===== src/rtl/arm_pkg.sv =====
// Shared types and constants for the assignment reduce and match block.
`default_nettype none
package arm_pkg;
	localparam int CW = 17;
	localparam logic [CW-1:0] INF = 17'h10000;

	// Datapath commands issued by the controller.
	typedef struct packed {
		logic load_wr;
		logic wr_en;
		logic clr_min;
		logic upd_min;
		logic clr_match;
		logic do_match;
	} arm_cmd_t;
endpackage
`default_nettype wire


===== src/rtl/arm_ram.sv =====
// Generic single-port-write, single-port-read RAM with registered read data.
`default_nettype none
module arm_ram #(
	parameter int WIDTH = 17,
	parameter int DEPTH = 256
) (
	input  wire logic                     clk,
	input  wire logic                     we,
	input  wire logic [$clog2(DEPTH)-1:0] waddr,
	input  wire logic [WIDTH-1:0]         wdata,
	input  wire logic [$clog2(DEPTH)-1:0] raddr,
	output logic      [WIDTH-1:0]         rdata
);
	logic [WIDTH-1:0] mem [DEPTH];

	// Write and read on the clock.
	always_ff @(posedge clk) begin
		if (we) mem[waddr] <= wdata;
		rdata <= mem[raddr];
	end
endmodule
`default_nettype wire


===== src/rtl/arm_datapath.sv =====
// Datapath: cost storage, minimum tracking, subtraction and greedy match state.
`default_nettype none
module arm_datapath #(
	parameter int MAX_N = 16,
	localparam int IW = $clog2(MAX_N) > 0 ? $clog2(MAX_N) : 1,
	localparam int AW = $clog2(MAX_N*MAX_N) > 0 ? $clog2(MAX_N*MAX_N) : 1
) (
	input  wire logic                clk,
	input  wire logic                arst_n,
	input  wire arm_pkg::arm_cmd_t   cmd,
	input  wire logic [15:0]         cost,
	input  wire logic [AW-1:0]       waddr,
	input  wire logic [AW-1:0]       raddr,
	input  wire logic [IW-1:0]       cur_row,
	input  wire logic [IW-1:0]       cur_col,
	input  wire logic                col_pass,
	input  wire logic [IW-1:0]       out_row,
	output logic signed [4:0]        col_of_row,
	output logic [3:0]               cf_row,
	output logic [3:0]               cf_col,
	output logic                     cf_seen
);
	import arm_pkg::*;

	logic [CW-1:0] rdata, wdata, min_q, subv;
	logic          held;
	logic [IW-1:0] holder;
	logic signed [5:0] cor_q [MAX_N];
	logic [MAX_N-1:0]  taken_q;
	logic [IW-1:0]     owner_q [MAX_N];
	logic [3:0] cfr_q, cfc_q;
	logic       cfs_q;

	arm_ram #(.WIDTH(CW), .DEPTH(MAX_N*MAX_N)) u_ram (
		.clk(clk), .we(cmd.load_wr | cmd.wr_en), .waddr(waddr), .wdata(wdata),
		.raddr(raddr), .rdata(rdata)
	);

	// Subtract the running minimum unless skipped.
	always_comb begin
		subv = rdata;
		if (rdata != INF && min_q != INF && !(col_pass && min_q == '0))
			subv = rdata - min_q;
		wdata = cmd.load_wr ? ((cost == 16'd0) ? INF : {1'b0, cost}) : subv;
	end

	// Track the minimum over a row or column.
	always_ff @(posedge clk) begin
		if (cmd.clr_min) min_q <= INF;
		else if (cmd.upd_min && rdata < min_q) min_q <= rdata;
	end

	assign held = taken_q[cur_col];
	assign holder = owner_q[cur_col];

	// Greedy match: claim free zero columns, record conflicts.
	always_ff @(posedge clk or negedge arst_n) begin
		if (!arst_n) begin
			taken_q <= '0;
			cfr_q <= '0; cfc_q <= '0; cfs_q <= 1'b0;
			for (int i = 0; i < MAX_N; i++) cor_q[i] <= -6'sd1;
		end else if (cmd.clr_match) begin
			taken_q <= '0;
			cfr_q <= '0; cfc_q <= '0; cfs_q <= 1'b0;
			for (int i = 0; i < MAX_N; i++) cor_q[i] <= -6'sd1;
		end else if (cmd.do_match && rdata == '0) begin
			if (held) begin
				cfr_q <= 4'(holder); cfc_q <= 4'(cur_col); cfs_q <= 1'b1;
			end else begin
				if (cor_q[cur_row] >= 0) taken_q[cor_q[cur_row][IW-1:0]] <= 1'b0;
				taken_q[cur_col] <= 1'b1;
				cor_q[cur_row] <= 6'(cur_col);
			end
		end
	end

	// Hold owner for each column.
	always_ff @(posedge clk) begin
		if (cmd.do_match && rdata == '0 && !held) owner_q[cur_col] <= cur_row;
	end

	assign col_of_row = 5'(cor_q[out_row]);
	assign cf_row = cfr_q;
	assign cf_col = cfc_q;
	assign cf_seen = cfs_q;
endmodule
`default_nettype wire


===== src/rtl/arm_ctrl.sv =====
// Controller: load sequencing, reduction passes, match pass and result output.
`default_nettype none
module arm_ctrl #(
	parameter int MAX_N = 16,
	localparam int IW = $clog2(MAX_N) > 0 ? $clog2(MAX_N) : 1,
	localparam int AW = $clog2(MAX_N*MAX_N) > 0 ? $clog2(MAX_N*MAX_N) : 1
) (
	input  wire logic              clk,
	input  wire logic              arst_n,
	input  wire logic              cfg_valid,
	input  wire logic [4:0]        cfg_data,
	input  wire logic              in_valid,
	output logic                   in_stall,
	output logic                   out_valid,
	input  wire logic              out_stall,
	output arm_pkg::arm_cmd_t      cmd,
	output logic [AW-1:0]          waddr,
	output logic [AW-1:0]          raddr,
	output logic [IW-1:0]          cur_row,
	output logic [IW-1:0]          cur_col,
	output logic                   col_pass,
	output logic [IW-1:0]          out_row,
	output logic                   last
);
	import arm_pkg::*;

	localparam logic [2:0] S_LOAD = 3'd0, S_MIN = 3'd1, S_SUB = 3'd2,
		S_MATCH = 3'd3, S_OUT = 3'd4;
	localparam logic [1:0] P_READ = 2'd0, P_WAIT = 2'd1, P_DO = 2'd2;

	logic [2:0] state_q;
	logic [1:0] ph_q;
	logic [4:0] size_q;
	logic [6:0] n;
	logic [AW:0] cnt_q;
	logic [IW:0] a_q, b_q;
	logic cp_q;
	logic [IW:0] r, c;
	logic a_last, b_last;

	// Clamp the size to the supported range.
	always_comb begin
		if (size_q == '0) n = 7'd1;
		else if (7'(size_q) > 7'(MAX_N)) n = 7'(MAX_N);
		else n = 7'(size_q);
	end

	// a is the outer index, b the inner; swap for the column pass.
	assign r = cp_q ? b_q : a_q;
	assign c = cp_q ? a_q : b_q;
	assign a_last = (7'(a_q) == n - 7'd1);
	assign b_last = (7'(b_q) == n - 7'd1);
	assign cur_row = r[IW-1:0];
	assign cur_col = c[IW-1:0];
	assign col_pass = cp_q;
	assign raddr = AW'(14'(r) * 14'(n) + 14'(c));
	assign waddr = (state_q == S_LOAD) ? cnt_q[AW-1:0] : raddr;
	assign in_stall = (state_q != S_LOAD);
	assign out_valid = (state_q == S_OUT);
	assign out_row = a_q[IW-1:0];
	assign last = a_last;

	// Decode commands from state and phase.
	always_comb begin
		cmd = '0;
		cmd.load_wr = (state_q == S_LOAD) && in_valid;
		cmd.upd_min = (state_q == S_MIN) && ph_q == P_DO;
		cmd.wr_en = (state_q == S_SUB) && ph_q == P_DO;
		cmd.do_match = (state_q == S_MATCH) && ph_q == P_DO;
		cmd.clr_min = (state_q == S_LOAD) || (state_q == S_SUB && ph_q == P_DO && b_last);
		cmd.clr_match = (state_q == S_LOAD);
	end

	// Advance the sequencer.
	always_ff @(posedge clk or negedge arst_n) begin
		if (!arst_n) begin
			state_q <= S_LOAD; ph_q <= P_READ; size_q <= 5'd16;
			cnt_q <= '0; a_q <= '0; b_q <= '0; cp_q <= 1'b0;
		end else if (cfg_valid) begin
			size_q <= cfg_data; cnt_q <= '0;
		end else begin
			case (state_q)
				S_LOAD: if (in_valid) begin
					if (14'(cnt_q) + 14'd1 == 14'(n) * 14'(n)) begin
						cnt_q <= '0; state_q <= S_MIN; ph_q <= P_READ;
						a_q <= '0; b_q <= '0; cp_q <= 1'b0;
					end else cnt_q <= cnt_q + 1'b1;
				end
				S_MIN, S_SUB, S_MATCH: begin
					case (ph_q)
						P_READ: ph_q <= P_WAIT;
						P_WAIT: ph_q <= P_DO;
						default: begin
							ph_q <= P_READ;
							if (!b_last) b_q <= b_q + 1'b1;
							else begin
								b_q <= '0;
								if (state_q == S_MIN) state_q <= S_SUB;
								else if (state_q == S_MATCH) begin
									if (a_last) begin a_q <= '0; state_q <= S_OUT; end
									else a_q <= a_q + 1'b1;
								end else if (!a_last) begin
									a_q <= a_q + 1'b1; state_q <= S_MIN;
								end else begin
									a_q <= '0;
									if (!cp_q) begin cp_q <= 1'b1; state_q <= S_MIN; end
									else begin cp_q <= 1'b0; state_q <= S_MATCH; end
								end
							end
						end
					endcase
				end
				S_OUT: if (!out_stall) begin
					if (a_last) begin a_q <= '0; state_q <= S_LOAD; end
					else a_q <= a_q + 1'b1;
				end
				default: state_q <= S_LOAD;
			endcase
		end
	end

	// Results are only offered after a full load.
	a_out_no_in: assert property (@(posedge clk) disable iff (!arst_n)
		out_valid |-> in_stall) else $error("output while loading");
	a_wr_excl: assert property (@(posedge clk) disable iff (!arst_n)
		!(cmd.load_wr && cmd.wr_en)) else $error("two writes");
	a_out_hold: assert property (@(posedge clk) disable iff (!arst_n)
		(out_valid && out_stall && !cfg_valid) |=> (out_valid && $stable(out_row)))
		else $error("result dropped");
endmodule
`default_nettype wire


===== src/rtl/assignment_reduce_and_greedy_match.sv =====
// Top level of the assignment reduce and greedy match block.
// Loads N*N costs at one per cycle (in_stall low while loading), then works
// on the stored matrix through one RAM read port: row minimum, row subtract,
// column minimum, column subtract and a greedy match pass, each entry stepping
// through a read, a read-latency and an update phase. N results follow at
// one per cycle while out_stall is low; input is stalled until the last is taken.
`default_nettype none
module assignment_reduce_and_greedy_match #(
	parameter int MAX_N = 16
) (
	input  wire logic              clk,
	input  wire logic              arst_n,
	input  wire logic              cfg_valid,
	output logic                   cfg_ready,
	input  wire logic [4:0]        cfg_data,
	input  wire logic              in_valid,
	output logic                   in_stall,
	input  wire logic [15:0]       cost,
	output logic                   out_valid,
	input  wire logic              out_stall,
	output logic [3:0]             row_index,
	output logic signed [4:0]      assigned_column,
	output logic [3:0]             conflict_row,
	output logic [3:0]             conflict_column,
	output logic                   conflict_seen,
	output logic                   last_row
);
	import arm_pkg::*;
	localparam int IW = $clog2(MAX_N) > 0 ? $clog2(MAX_N) : 1;
	localparam int AW = $clog2(MAX_N*MAX_N) > 0 ? $clog2(MAX_N*MAX_N) : 1;

	arm_cmd_t cmd;
	logic [AW-1:0] waddr, raddr;
	logic [IW-1:0] cur_row, cur_col, out_row;
	logic col_pass, stall_int;

	assign cfg_ready = 1'b1;
	assign in_stall = stall_int | cfg_valid;
	assign row_index = 4'(out_row);

	arm_ctrl #(.MAX_N(MAX_N)) u_ctrl (
		.clk(clk), .arst_n(arst_n), .cfg_valid(cfg_valid), .cfg_data(cfg_data),
		.in_valid(in_valid && !cfg_valid), .in_stall(stall_int), .out_valid(out_valid),
		.out_stall(out_stall), .cmd(cmd), .waddr(waddr), .raddr(raddr),
		.cur_row(cur_row), .cur_col(cur_col), .col_pass(col_pass),
		.out_row(out_row), .last(last_row)
	);

	arm_datapath #(.MAX_N(MAX_N)) u_dp (
		.clk(clk), .arst_n(arst_n), .cmd(cmd), .cost(cost), .waddr(waddr),
		.raddr(raddr), .cur_row(cur_row), .cur_col(cur_col), .col_pass(col_pass),
		.out_row(out_row), .col_of_row(assigned_column), .cf_row(conflict_row),
		.cf_col(conflict_column), .cf_seen(conflict_seen)
	);
endmodule
`default_nettype wire


===== config.mk =====
export PLATFORM = sky130hd
export DESIGN_NAME = assignment_reduce_and_greedy_match
export DESIGN_NICKNAME = d
export VERILOG_FILES = /design/src/rtl/arm_pkg.sv /design/src/rtl/arm_ram.sv /design/src/rtl/arm_datapath.sv /design/src/rtl/arm_ctrl.sv /design/src/rtl/assignment_reduce_and_greedy_match.sv
export SDC_FILE = /design/constraint.sdc
export NUM_CORES = 2
export LEC_CHECK = 0
export BUFFER_PORTS_ARGS = -buffer_cell sky130_fd_sc_hd__buf_4
export CAP_MARGIN = 20
export CORE_ASPECT_RATIO = 0.7
export CORE_UTILIZATION = 55
export CTS_BUF_LIST = sky130_fd_sc_hd__clkbuf_8
export CTS_CLUSTER_SIZE = 28
export DETAILED_ROUTE_END_ITERATION = 8
export GPL_TIMING_DRIVEN = 0
export PLACE_DENSITY_LB_ADDON = 0.1
export SLEW_MARGIN = 10
export SYNTH_ARGS = -nofsm -noshare
export SYNTH_HDL_FRONTEND = slang
export SYNTH_MEMORY_MAX_BITS = 65536
export SYNTH_SLANG_ARGS = --single-unit
export TNS_END_PERCENT = 5

===== constraint.sdc =====
create_clock -name clk -period 32.9 [get_ports clk]
set_input_delay 6.58 -clock clk [delete_from_list [all_inputs] [get_ports clk]]
set_output_delay 6.58 -clock clk [all_outputs]
set_load 0.01 [all_outputs]

Word level (Yosys, flattened, before mapping)
Memory sizes are Yosys's and may differ from the RTL's. A register that Yosys moved wholly into a read port is not among the register bits.
Cells that the tools add are included.
Cells by class
  bitwise logic cells: 8
  $add $sub $neg: 7
  divide/modulo/power cells: 0
  shift operators: 0
  reductions and logical operators: 42
  order comparisons: 10
  equality and inequality tests: 22
  multipliers: 2
  multiplexer cells: 86
Operator list (count)
  $mux 96: 3
  $mux 16: 7
  $bwmux 96: 1
  $mux 5: 15
  $mux 17: 3
  $bmux 6 s4: 2
  $mux 9: 4
  $logic_not 17->1: 2
  $ne 17x17->1 const B: 2
  $mux 3: 10
  $demux 6 s4: 1
  $mux 4: 6
  $mux 1: 18
  $mux 6: 3
  $lt 17x17->1: 1
  $sub 17x17->17: 1
  $and 16x16->16: 1
  $logic_not 16->1: 1
  $not 16->16: 1
  $or 16x16->16: 1
  $reduce_and 8->1: 2
  $logic_and 1x1->1: 15
  $pmux 5 s3: 1
  $eq 14x14->1: 1
  other kinds (46): 75
Word-level totals
  register bits: 168
  latch bits: 0
  memories kept: 2
  logic and storage cells: 207
  memory bits (writable): 4416
  ROM bits: 0
Memories
  u_dp.u_ram.mem: depth 256, bits a word 17, rd ports 1, clocked after memory_dff 1, wr ports 1, RTL line arm_ram.sv:14  | logic [WIDTH-1:0] mem [DEPTH];
  u_dp.owner_q: depth 16, bits a word 4, rd ports 1, clocked after memory_dff 0, wr ports 1, RTL line arm_datapath.sv:30  | logic [IW-1:0] owner_q [MAX_N];

Logic depth before layout (Yosys ltp)
  depth after elaboration: 19
  depth in mapped cells: 23

By module
From an unflattened synthesis, not the netlist that was laid out.
Unflattened totals
  cells, all modules: 9117
  area total of the unflattened synthesis: 183636.1 um^2
Modules (own cells, without submodules)
  arm_ram: seq. area each 131025.7 um^2, instances 1, area an instance 169704.0 um^2, cells an instance 7797
  arm_datapath: seq. area each 4989.8 um^2, instances 1, area an instance 10158.5 um^2, cells an instance 870
  arm_ctrl: seq. area each 752.0 um^2, instances 1, area an instance 3747.3 um^2, cells an instance 446
  assignment_reduce_and_greedy_match: seq. area each 0.0 um^2, instances 1, area an instance 26.3 um^2, cells an instance 4

Least setup slack after synthesis
OpenSTA, ideal clock, no wires.
  path kind: input to register
  start: in cfg_valid
  end: mem u_dp.u_ram.mem[0][7] (data pin)
  library setup time: 2.231 ns
  data arrival time: 17.444 ns
  stages on the path: 5
  slack: 13.225 ns
  buffers on the path: 1
  cell sequence: nor2_1 -> nand2_1 -> nor2_1 -> clkbuf_1 -> o31ai_1
On the way
  longest elaborated chain between the ends: 4
RTL lines
  start, declared: RTL line assignment_reduce_and_greedy_match.sv:13  | input wire logic cfg_valid,
  $logic_not 1->1: RTL line assignment_reduce_and_greedy_match.sv:43  | .in_valid(in_valid && !cfg_valid), .in_stall(stall_int), .out_valid(out_valid),
  $logic_and 1x1->1: RTL line assignment_reduce_and_greedy_match.sv:43
  $logic_and 1x1->1: RTL line arm_ctrl.sv:66  | cmd.load_wr = (state_q == S_LOAD) && in_valid;
  $mux 17: RTL line arm_datapath.sv:44  | wdata = cmd.load_wr ? ((cost == 16'd0) ? INF : {1'b0, cost}) : subv;
  named net u_dp.u_ram.wdata[7]: RTL line arm_ram.sv:10  | input wire logic [WIDTH-1:0] wdata,
  end, declared: RTL line arm_ram.sv:14
The timed path passes the listed nets, and every way through them passes these cells.

Final worst setup path
  start: in cfg_valid
  end: out in_stall
On the way
  longest elaborated chain between the ends: 1
RTL lines
  $or 1x1->1: RTL line assignment_reduce_and_greedy_match.sv:38  | assign in_stall = stall_int | cfg_valid;
  end, declared: RTL line assignment_reduce_and_greedy_match.sv:17  | output logic in_stall,
No other way between the ends.

==> run summary <==
Max transition margin = -7.24%
Critical Path Sink Type = output pin
Drt drc = 46
Vias in the first global route = 93.4k
CTS clock-pin slew for the worst setup and hold paths = 0.05 ns
H-tree Lvls = 6
Type of element launching the critical path = input port
Setup-failing EPs final = 0
Placed cell area = 194,000 sq um
Net total in the final layout = 9,333
Met2 Use GR = 47.1%
Warnings from Yosys = 0
Postcts setup bufs = 0
Pre-antenna DRT Iters = 9
Asr flop ratio synth = 2.94%
Final core utilization = 63.3%
Fin crit period = 14.02 ns
Clk sinks = 4,585
HPWL after detailed placement = 419,000 um
Final WL = 606,000 um
Largest net degree at the start of global routing = 97
VDD IR max = 0.0990 mV
EDFF count, synth = 4,416
M1 GR Usage = 53.4%
Largest cells by area after synthesis = edfxtp_1, mux4_2, dfstp_2
Synth Area in Adders = 0.507%
GPL Wtd Cong = 1.02
Vias per Instance = 7.05
CP Class = input port to output pin
Iter 0 DRT Violations = 18.0k
Post-Synthesis Cell Area = 180,000 sq um
Area growth, synth to finish = 14.2%
Share of layout cells above drive strength 1 = 33.3%
Initial antenna violation count = 45
Post-route ant nets = 0
Violated checks = design-rule violations, max-capacitance violations, max-slew violations
Synthesized-area fraction occupied by ao, oa, aoi and oai cells = 1.50%
Max-slew violations = 8
Clk_lat worst skew = 1.20 ns
Worst-path maximum fanout = 4
CP arrival = 7.44 ns
Period utilization = 42.6%
Die Span X = 687 um
Worst Hold Slack = 0.470 ns
Slowest stage delay, CP = 0.26 ns
Final hold vios = 0
Pwr dens = 89.8 nW/um^2
#FFs+latches synth = 4,585
IO Port Bufs = 46
Die height = 481 um
Worst-Margin Slew = 1.60 ns
HP Class = flip-flop to flip-flop
Cell at the slowest stage of the critical path = nor2_1
Worst endpoint required time = 26.32 ns
CTS buffer count = 671
Final instance area = 206,000 sq um
Netlist cell types = 76
CTS tree = built
# IOs = 48
Global-route wire length before repair = 804,000 um
Setup Total Neg Slack = 0 ns
Post-cts gate resize count = 0
Largest family of logic cells by synthesized area = multiplexers
# Max-Cap Violations = 1
Root Driver = clkbuf_8
Syn Area/Cell = 22.0 sq um
GR Util met3 = 17.5%
Dominant register cell in the synthesized netlist = edfxtp_1
RSZ-0062 raised after global routing = no
Highest Clock Rate = 0.0713 GHz
Crit-path cells = buf_4 -> nor2_1 -> nand2_1 -> buf_4
Multiplexer area fraction after synthesis = 18.3%
Fillers = 21.7k
Site Rows = 175
Worst R2R Path Depth = 22
Area leader, netlist = edfxtp_1
Core area = 326,000 sq um
Clk buf depth = 4
Die ar. = 330,000 sq um
Post-synthesis simple-gate area fraction = 2.45%
Xor and xnor area share after synthesis = 0.204%
Skew final = 0.0815 ns
Sequential area share after synthesis = 75.8%
Worst hold stages = 2
Cells after Synth = 8,210
Total track usage = 36.7%
Routed WL per cell = 42.9 um
Initial Utilization = 55.4%
Via Count = 99.7k
Hold_buf cts = 0
Busiest grt layer = met1
P_leak = 66.5 nW
Most used cell, CP = buf_4
Grt total ovfl = 0
Yosys top cell area share = 73.5%
Outcome = finished, violations left
## cells in the final DEF (no fill, tap or decap), types with 17 or more instances in the layout
cell type  synthesis  layout
a211oi_1          18      17
a21oi_1          109     108
a22o_1            30      23
a31oi_1           19      19
and3_1            34      34
buf_12             0      95
buf_16             0      81
buf_2            154     174
buf_4             21      94
buf_6              1      30
buf_8              0      78
clkbuf_1         255     155
clkbuf_2           0     100
clkbuf_8           0     702
clkinv_1           0     160
clkinv_2           0      42
dfrtp_1           54      54
dfstp_2           81      81
dfxtp_1           34      34
diode_2            0      27
edfxtp_1        4416    4416
fa_1              17      17
ha_1              46      46
inv_1             80     333
mux2_2            17      17
mux2i_1          113     113
mux4_2          1404    1404
nand2_1          401     400
nand3_1           60      60
nor2_1           374     116
nor2_2             0      52
nor2_4             0     206
nor3_1            42      40
o21ai_0           83      74
o22ai_1           20      20
xnor2_1           27      24
## power breakdown
group | internal [mW] | switching, mW | leakage [nW]
registers | 7.10 | 0.0287 | 41.7
clock network | 2.02 | 2.24 | 7.00
logic | 2.40 | 4.72 | 17.8
total | 11.5 | 6.99 | 66.5
## synthesized netlist by cell type, types with 5 or more instances
master    instances
nand3_1          60
buf_1            35
o21ai_1           7
nor2_1          374
nand2_1         401
mux2_2           17
a22oi_1           6
nand3b_1         14
o32ai_1          11
o21a_1            7
dfxtp_1          34
buf_4            21
fa_1             17
and2_1            6
clkbuf_1        255
nor4_1           19
o22ai_1          20
a311oi_1         15
a22o_1           30
and3_1           34
a21oi_1         109
a211oi_1         18
o211ai_1         12
nand4_1          16
dfstp_2          81
ha_1             46
inv_1            80
buf_2           154
mux4_2         1404
edfxtp_1       4416
xor2_1           15
nor2b_1          11
nor3_1           42
o31ai_1          16
a31oi_1          19
o21ai_0          83
a21o_1            9
nor3b_1           5
dfrtp_1          54
mux2i_1         113
nand2b_1         15
a221oi_1         13
or3_1             7
xnor2_1          27
## per-stage QoR
step                setup slack (ns)  instances  power [mW]
finish                         18.88      14100        18.5
global route                   18.89      14100        18.7
CTS                            18.93      14100        18.2
detailed placement             18.93      12900        14.0
global placement               0.295      12600        14.3
floorplan                      13.23       8212        11.0
## logic make-up after synthesis
kind of cell	Yosys count
buffers and inverters	548
AOI/OAI and AO/OA	411
muxes	1535
xor gates and xnor gates	42
adders and majority gates	63
and+or+nand+nor	1024
DFF	4585
other	2
## final timing paths
kind / from / slack, ns / endpoint
max in group asynchronous: arst_n / 26.62 / u_dp.cor_q[46]
worst min register to register: u_dp.cor_q[34] / 0.47 / u_dp.cor_q[34]
worst max-delay path: cfg_valid / 18.88 / in_stall
worst max register to register: u_ctrl.a_q[2] / 21.03 / u_dp.u_ram.rdata[9]
min in group asynchronous: arst_n / 5.39 / u_dp.cf_row[3]
worst min-delay path: u_dp.cor_q[34] / 0.47 / u_dp.cor_q[34]
## metal layers
metal  routed length, um  vias up
met2              241000     8371
met3              105000     1403
met1              229000    53100
met5                1850        -
li1                    -    36700
met4               29300       43
## flip-flops by register name, indices dropped and copies added, names as in the netlist
register	cells
u_dp.owner_q	64
u_dp.cf_row	4
u_dp.cf_seen	1
u_dp.taken_q	16
u_ctrl.cnt_q	9
u_dp.min_q	17
u_ctrl.size_q	5
u_dp.u_ram.mem	4352
u_dp.cf_col	4
u_ctrl.ph_q	2
u_dp.cor_q	80
u_ctrl.col_pass	1
u_dp.u_ram.rdata	17
u_ctrl.b_q	5
u_ctrl.state_q	3
u_ctrl.a_q	5
## layout make-up
type	instances	area, sq um	area share, %
plain buffers	466	2180	1.06
clock buffers	702	9660	4.69
flip-flops and latches	4585	137000	66.3
well taps	4336	5430	2.63
repair buffers	359	6200	3.01
inverters	82	308	0.149
clock inverters	497	2260	1.09
multi-input cells	3079	43300	21.0
diodes	27	67.6	0.0328
## critical path: cells and delay by family
kind / cells / cell delay [ns]
simple gates: 2 / 0.48
buf+inv: 2 / 0.38
No activity file was read; power rests on OpenSTA's default activity.
